--- src/rtl/bpra_pkg.sv ---
// Shared types, constants and codes of the bitmap page run allocator.
package bpra_pkg;

  localparam int ADDR_W           = 48;
  localparam int CNT_W            = 13;
  localparam int FUNC_W           = 2;
  localparam int NUM_REGIONS      = 2;
  localparam int REG_W            = 1;
  localparam int PAGE_SHIFT       = 12;
  localparam int PAGE_BYTES       = 4096;
  localparam int BM_W             = 64;
  localparam int REGION_PAGES_DEF = 4096;
  localparam int BM_DEPTH_DEF     = NUM_REGIONS * ((REGION_PAGES_DEF + BM_W - 1) / BM_W);
  localparam int CFG_IDX_W        = 2;
  localparam int CFG_DATA_W       = 48;

  typedef enum logic [FUNC_W-1:0] {
    FUNC_ALLOC = 2'd0,
    FUNC_MARK  = 2'd1,
    FUNC_FREE  = 2'd2
  } func_t;

  typedef enum logic [CFG_IDX_W-1:0] {
    CFG_BASE_0  = 2'd0,
    CFG_PAGES_0 = 2'd1,
    CFG_BASE_1  = 2'd2,
    CFG_PAGES_1 = 2'd3
  } cfg_reg_t;

  typedef enum logic [1:0] {
    EV_FULL,
    EV_FREE_HIT,
    EV_FREE_PASS,
    EV_MIXED
  } ev_kind_t;

  typedef struct packed {
    logic [FUNC_W-1:0] func;
    logic [ADDR_W-1:0] start_address;
    logic [CNT_W-1:0]  page_count;
  } in_word_t;

  typedef struct packed {
    logic [ADDR_W-1:0] run_address;
    logic              failed;
  } out_word_t;

  typedef struct packed {
    logic take;
    logic set_fail;
    logic next_reg;
    logic rd_first;
    logic rd_next;
    logic ev_step;
    logic ch_step;
    logic hit_setup;
    logic am_rd;
    logic am_wr;
    logic mw_next;
    logic mk_step;
    logic fl_rd;
    logic fl_wr;
    logic load_out;
  } ctrl_cmd_t;

  typedef struct packed {
    logic [FUNC_W-1:0] func;
    logic              cnt_zero;
    logic              reg_empty;
    logic              reg_last;
    ev_kind_t          ev_kind;
    logic              word_last;
    logic              ch_hit;
    logic              chunk_last;
    logic              am_last;
    logic              rem_zero;
    logic              pg_hit;
    logic              pend_v;
    logic              pend_same;
    logic              out_busy;
  } dp_stat_t;

endpackage

--- src/rtl/bpra_ctrl.sv ---
// Controller state machine that sequences allocation scans and range marking.
module bpra_ctrl (
  input  logic                  clk,
  input  logic                  rst_n,
  input  logic                  in_valid,
  output logic                  in_ready,
  input  bpra_pkg::dp_stat_t    stat,
  output bpra_pkg::ctrl_cmd_t   cmd
);

  typedef enum logic [3:0] {
    S_IDLE,
    S_DECODE,
    S_REG,
    S_EVAL,
    S_CHUNK,
    S_HIT,
    S_AM_RD,
    S_AM_WR,
    S_MK_PAGE,
    S_FL_RD,
    S_FL_WR,
    S_DONE
  } state_t;

  state_t state_r;
  state_t state_nxt;

  always_comb begin
    cmd       = '0;
    state_nxt = state_r;
    in_ready  = 1'b0;
    unique case (state_r)
      S_IDLE: begin
        in_ready = 1'b1;
        if (in_valid) begin
          cmd.take  = 1'b1;
          state_nxt = S_DECODE;
        end
      end
      S_DECODE: begin
        unique case (stat.func) inside
          bpra_pkg::FUNC_ALLOC: begin
            if (stat.cnt_zero) begin
              cmd.set_fail = 1'b1;
              state_nxt    = S_DONE;
            end else begin
              state_nxt = S_REG;
            end
          end
          bpra_pkg::FUNC_MARK, bpra_pkg::FUNC_FREE: begin
            state_nxt = S_MK_PAGE;
          end
          default: begin
            state_nxt = S_DONE;
          end
        endcase
      end
      S_REG: begin
        if (stat.reg_empty) begin
          if (stat.reg_last) begin
            cmd.set_fail = 1'b1;
            state_nxt    = S_DONE;
          end else begin
            cmd.next_reg = 1'b1;
          end
        end else begin
          cmd.rd_first = 1'b1;
          state_nxt    = S_EVAL;
        end
      end
      S_EVAL: begin
        cmd.ev_step = 1'b1;
        unique case (stat.ev_kind)
          bpra_pkg::EV_FREE_HIT: begin
            state_nxt = S_HIT;
          end
          bpra_pkg::EV_MIXED: begin
            state_nxt = S_CHUNK;
          end
          default: begin
            if (stat.word_last) begin
              if (stat.reg_last) begin
                cmd.set_fail = 1'b1;
                state_nxt    = S_DONE;
              end else begin
                cmd.next_reg = 1'b1;
                state_nxt    = S_REG;
              end
            end else begin
              cmd.rd_next = 1'b1;
            end
          end
        endcase
      end
      S_CHUNK: begin
        cmd.ch_step = 1'b1;
        if (stat.ch_hit) begin
          state_nxt = S_HIT;
        end else if (stat.chunk_last) begin
          if (stat.word_last) begin
            if (stat.reg_last) begin
              cmd.set_fail = 1'b1;
              state_nxt    = S_DONE;
            end else begin
              cmd.next_reg = 1'b1;
              state_nxt    = S_REG;
            end
          end else begin
            cmd.rd_next = 1'b1;
            state_nxt   = S_EVAL;
          end
        end
      end
      S_HIT: begin
        cmd.hit_setup = 1'b1;
        state_nxt     = S_AM_RD;
      end
      S_AM_RD: begin
        cmd.am_rd = 1'b1;
        state_nxt = S_AM_WR;
      end
      S_AM_WR: begin
        cmd.am_wr = 1'b1;
        if (stat.am_last) begin
          state_nxt = S_DONE;
        end else begin
          cmd.mw_next = 1'b1;
          state_nxt   = S_AM_RD;
        end
      end
      S_MK_PAGE: begin
        if (stat.rem_zero) begin
          state_nxt = stat.pend_v ? S_FL_RD : S_DONE;
        end else if (stat.pg_hit && stat.pend_v && !stat.pend_same) begin
          state_nxt = S_FL_RD;
        end else begin
          cmd.mk_step = 1'b1;
        end
      end
      S_FL_RD: begin
        cmd.fl_rd = 1'b1;
        state_nxt = S_FL_WR;
      end
      S_FL_WR: begin
        cmd.fl_wr = 1'b1;
        state_nxt = S_MK_PAGE;
      end
      S_DONE: begin
        if (!stat.out_busy) begin
          cmd.load_out = 1'b1;
          state_nxt    = S_IDLE;
        end
      end
      default: begin
        state_nxt = S_IDLE;
      end
    endcase
  end

  always_ff @(posedge clk) begin
    if (!rst_n) begin
      state_r <= S_IDLE;
    end else begin
      state_r <= state_nxt;
    end
  end

endmodule

--- config.mk ---
export PLATFORM = sky130hd
export DESIGN_NAME = bpra_ctrl
export DESIGN_NICKNAME = d
export VERILOG_FILES = /design/src/rtl/bpra_pkg.sv /design/src/rtl/bpra_ctrl.sv
export SDC_FILE = /design/constraint.sdc
export NUM_CORES = 1
export LEC_CHECK = 0
export ABC_AREA = 1
export ABC_CLOCK_PERIOD_IN_PS = 1880
export BUFFER_PORTS_ARGS = -buffer_cell sky130_fd_sc_hd__buf_2
export CAP_MARGIN = 0
export CORE_AREA = 8 8 49 51
export CTS_CLUSTER_DIAMETER = 80
export DETAILED_ROUTE_END_ITERATION = 8
export DIE_AREA = 0 0 57 59
export PLACE_DENSITY = 0.76
export SLEW_MARGIN = 20
export SYNTH_ARGS = -nofsm -noshare
export SYNTH_HDL_FRONTEND = slang
export SYNTH_SLANG_ARGS = --single-unit
--- constraint.sdc ---
create_clock -name clk -period 1.88 [get_ports clk]
set_clock_uncertainty 0.15 [all_clocks]
set_input_delay 0.282 -clock clk [delete_from_list [all_inputs] [get_ports clk]]
set_output_delay 0.282 -clock clk [all_outputs]
set_load 0.02 [all_outputs]
==> impl_metrics.ini <==
[die]
die_w_microns = 57
start_util_pct = 43.0
core_region_area_sq_um = 1650
rows = 15
io_pins = 35
dieArea_sq_um = 3360
die_y_microns = 59

[worst_hold_path]
holdCritPathClass = input port to flip-flop
worst_hold_path.num_cells = 3

[critical_path]
critPathSlowestCell = dfxtp_4
crit_arrival_ns = 1.46
crit_type = flip-flop to output port
crit_chain = nor2_4 > inv_2 > nor2_4 > nand2_2 > o21ai_2 > inv_2 > a211oi_2 > buf_4
cp.depth = 8
path_buf_inv = 3
crit_path_start_kind = flip-flop
cp_max_fo = 5
worst_setup_path_end_kind = output port
required_ns = 1.45
critPathTopFamily = flip-flops
cpPeakStageDelay_ns = 0.36
rr_worst_depth = 9

[routing]
first_pass_iters = 5
drc = 0
routed_wl_microns = 2640
antenna_left = 0
drt_iter0_markers = 52
via_per_inst = 5.22
via_count = 1064
wl_per_cell_microns = 12.9

[cells_and_area]
nets = 210
final_cell_mix = nand2_1 (41), buf_2 (30), nor2_1 (23)
stdcell_count = 204
nFillCells = 161
fin_util_pct = 62.8
antenna_cells = 0
top_regs = state_r x4
regMostFlops = state_r
final_common_cell = nand2_1
drive_gt1_share_pct = 40.1
syn2layout_area_growth_pct = 46.2
largest_register_ff_count = 4

[cts]
numCtsBuffers = 3
clk_latency_ns = 0.23
cts_buffer_depth = 2
cts_tree = yes
path_clk_slew_ns = 0.04
holdBufCountCts = 0
htree_num_levels = 1
cts_sinks = 4
clockRootBuffer = clkbuf_4

[logic_synthesis]
syn_area_per_cell_sq_um = 5.00
seq_area_frac_synth_pct = 11.3
synthesis.instances = 142
synth.net_count = 163
ys_ff_latch = 4
synth_cell_types = 21
yosysWarnings = 0
syn-cell-area_sq_um = 709

[timing]
fmax_mhz = 530
hold_viol = 0
period_share_pct = 100
worst_slack_ns = -0.00830
final-setup-viol-count = 1
period_needed_ns = 1.89
rsz0062_at_grt = yes
max-slew-margin-rel_pct = 80.9
worstMarginPinSlew_ns = 0.286
drv_slew = 0

[power]
power_density_nw_per_um2 = 1090
p_leak_nw = 0.648
p_sw_uw = 614
ir_worst_vdd_uv = 515
combPwrFrac_pct = 74.3
power_frac_seq_pct = 16.4
p_clk_share_pct = 9.3
p_int_uw = 513
report.power.total_mw = 1.13
p_sw_share_pct = 54.5

[run_status]
violations = setup timing
status = finished, violations left

[placement]
post-place-ws_ns = 0.0694
hpwlAfterDp_microns = 2120
place_congestion = 0.932
numPortBuffers = 34
place_inst = 195

[grt]
overflow = 0
grt_max_degree = 7
grt_pass1_wl_microns = 4200
grt_util_all_layers_pct = 14.9
grt_pass1_vias = 971
antenna_found_initial = 0

[flow_run]
cap_violations = 0
==> timing repair <==
item	in CTS	in global routing
buffers inserted	5	1
resized for setup	8	11
endpoints found under the setup margin	3	5
pin swaps	3	2
==> power groups by stage <==
stage	clock network (mW)	logic, mW	registers [mW]
after global placement	0	0.724	0.160
final	0.105	0.837	0.184
after CTS	0.106	0.804	0.174
after global routing	0.113	0.942	0.188
after floorplan	0	0.526	0.157
after detailed placement	0	0.729	0.163
==> logic make-up (layout without fill, tap and decap cells) <==
logic type | count (synthesis) | after routing | share of synthesized area [%]
buf+inv | 31 | 76 | 16.4
simple gates | 95 | 95 | 59.6
fa+ha+maj | 2 | 2 | 3.53
flops | 4 | 4 | 11.3
compound gates | 10 | 10 | 9.17
==> layer usage <==
metal  track usage, %  wire length, microns  vias up
li1                 -                     -      527
met1             15.6                   981      461
met2             27.6                  1290       70
met3             4.51                   319        6
met4             4.70                    42        0
met5                0                     0        -
==> per-stage QoR <==
step,setup TNS (ns),hold WS [ns],area (sq um)
2_1_floorplan,-0.0706,0.241,709
3_3_place_gp,0,0.343,916
3_5_place_dp,0,0.348,916
4_1_cts,0,0.114,998
5_1_grt,-0.234,0.136,1040
6_report,-0.00830,0.115,1040
==> synthesized netlist by cell type, drive strengths merged <==
library cell,count,area [sq um]
nand2,45,181
a211oi,1,12.5
ha,2,25.0
o21ai,2,10.0
dfxtp,4,80.1
o31ai,1,7.51
inv,31,116
nor2,32,143
a21oi,4,20.0
nand3,13,70.1
o211ai,1,7.51
nand4,2,12.5
nor3,2,10.0
a22oi,1,7.51
nor4,1,6.26
==> worst register-to-register path, cell delays in order (launching register included) <==
cell and delay, ns:
dfxtp_4 0.36, nor2_4 0.13, buf_4 0.12, nand2_1 0.07, buf_4 0.15, nor2_1 0.20
nor2_1 0.09, nand3_2 0.10, nand2_1 0.06, a21oi_1 0.14
==> area by class of cell <==
| class | count | area [sq um] | area share, % |
|---|---|---|---|
| Inverter | 31 | 119 | 11.5 |
| Clock buffer | 3 | 22.5 | 2.17 |
| Tap cell | 17 | 21.3 | 2.05 |
| Sequential cell | 4 | 87.6 | 8.44 |
| Timing Repair Buffer | 42 | 244 | 23.5 |
| Multi-Input combinational cell | 107 | 543 | 52.4 |
==> path summary, 6_finish.rpt <==
check / to / from / slack [ns]
worst max-delay path: cmd[10] / state_r[0] / -0.008
worst min-delay path: state_r[2] / rst_n / 0.12
worst min register to register: state_r[3] / state_r[3] / 0.35
worst max register to register: state_r[1] / state_r[0] / 0.23
Power figures use the tool's default switching activity.
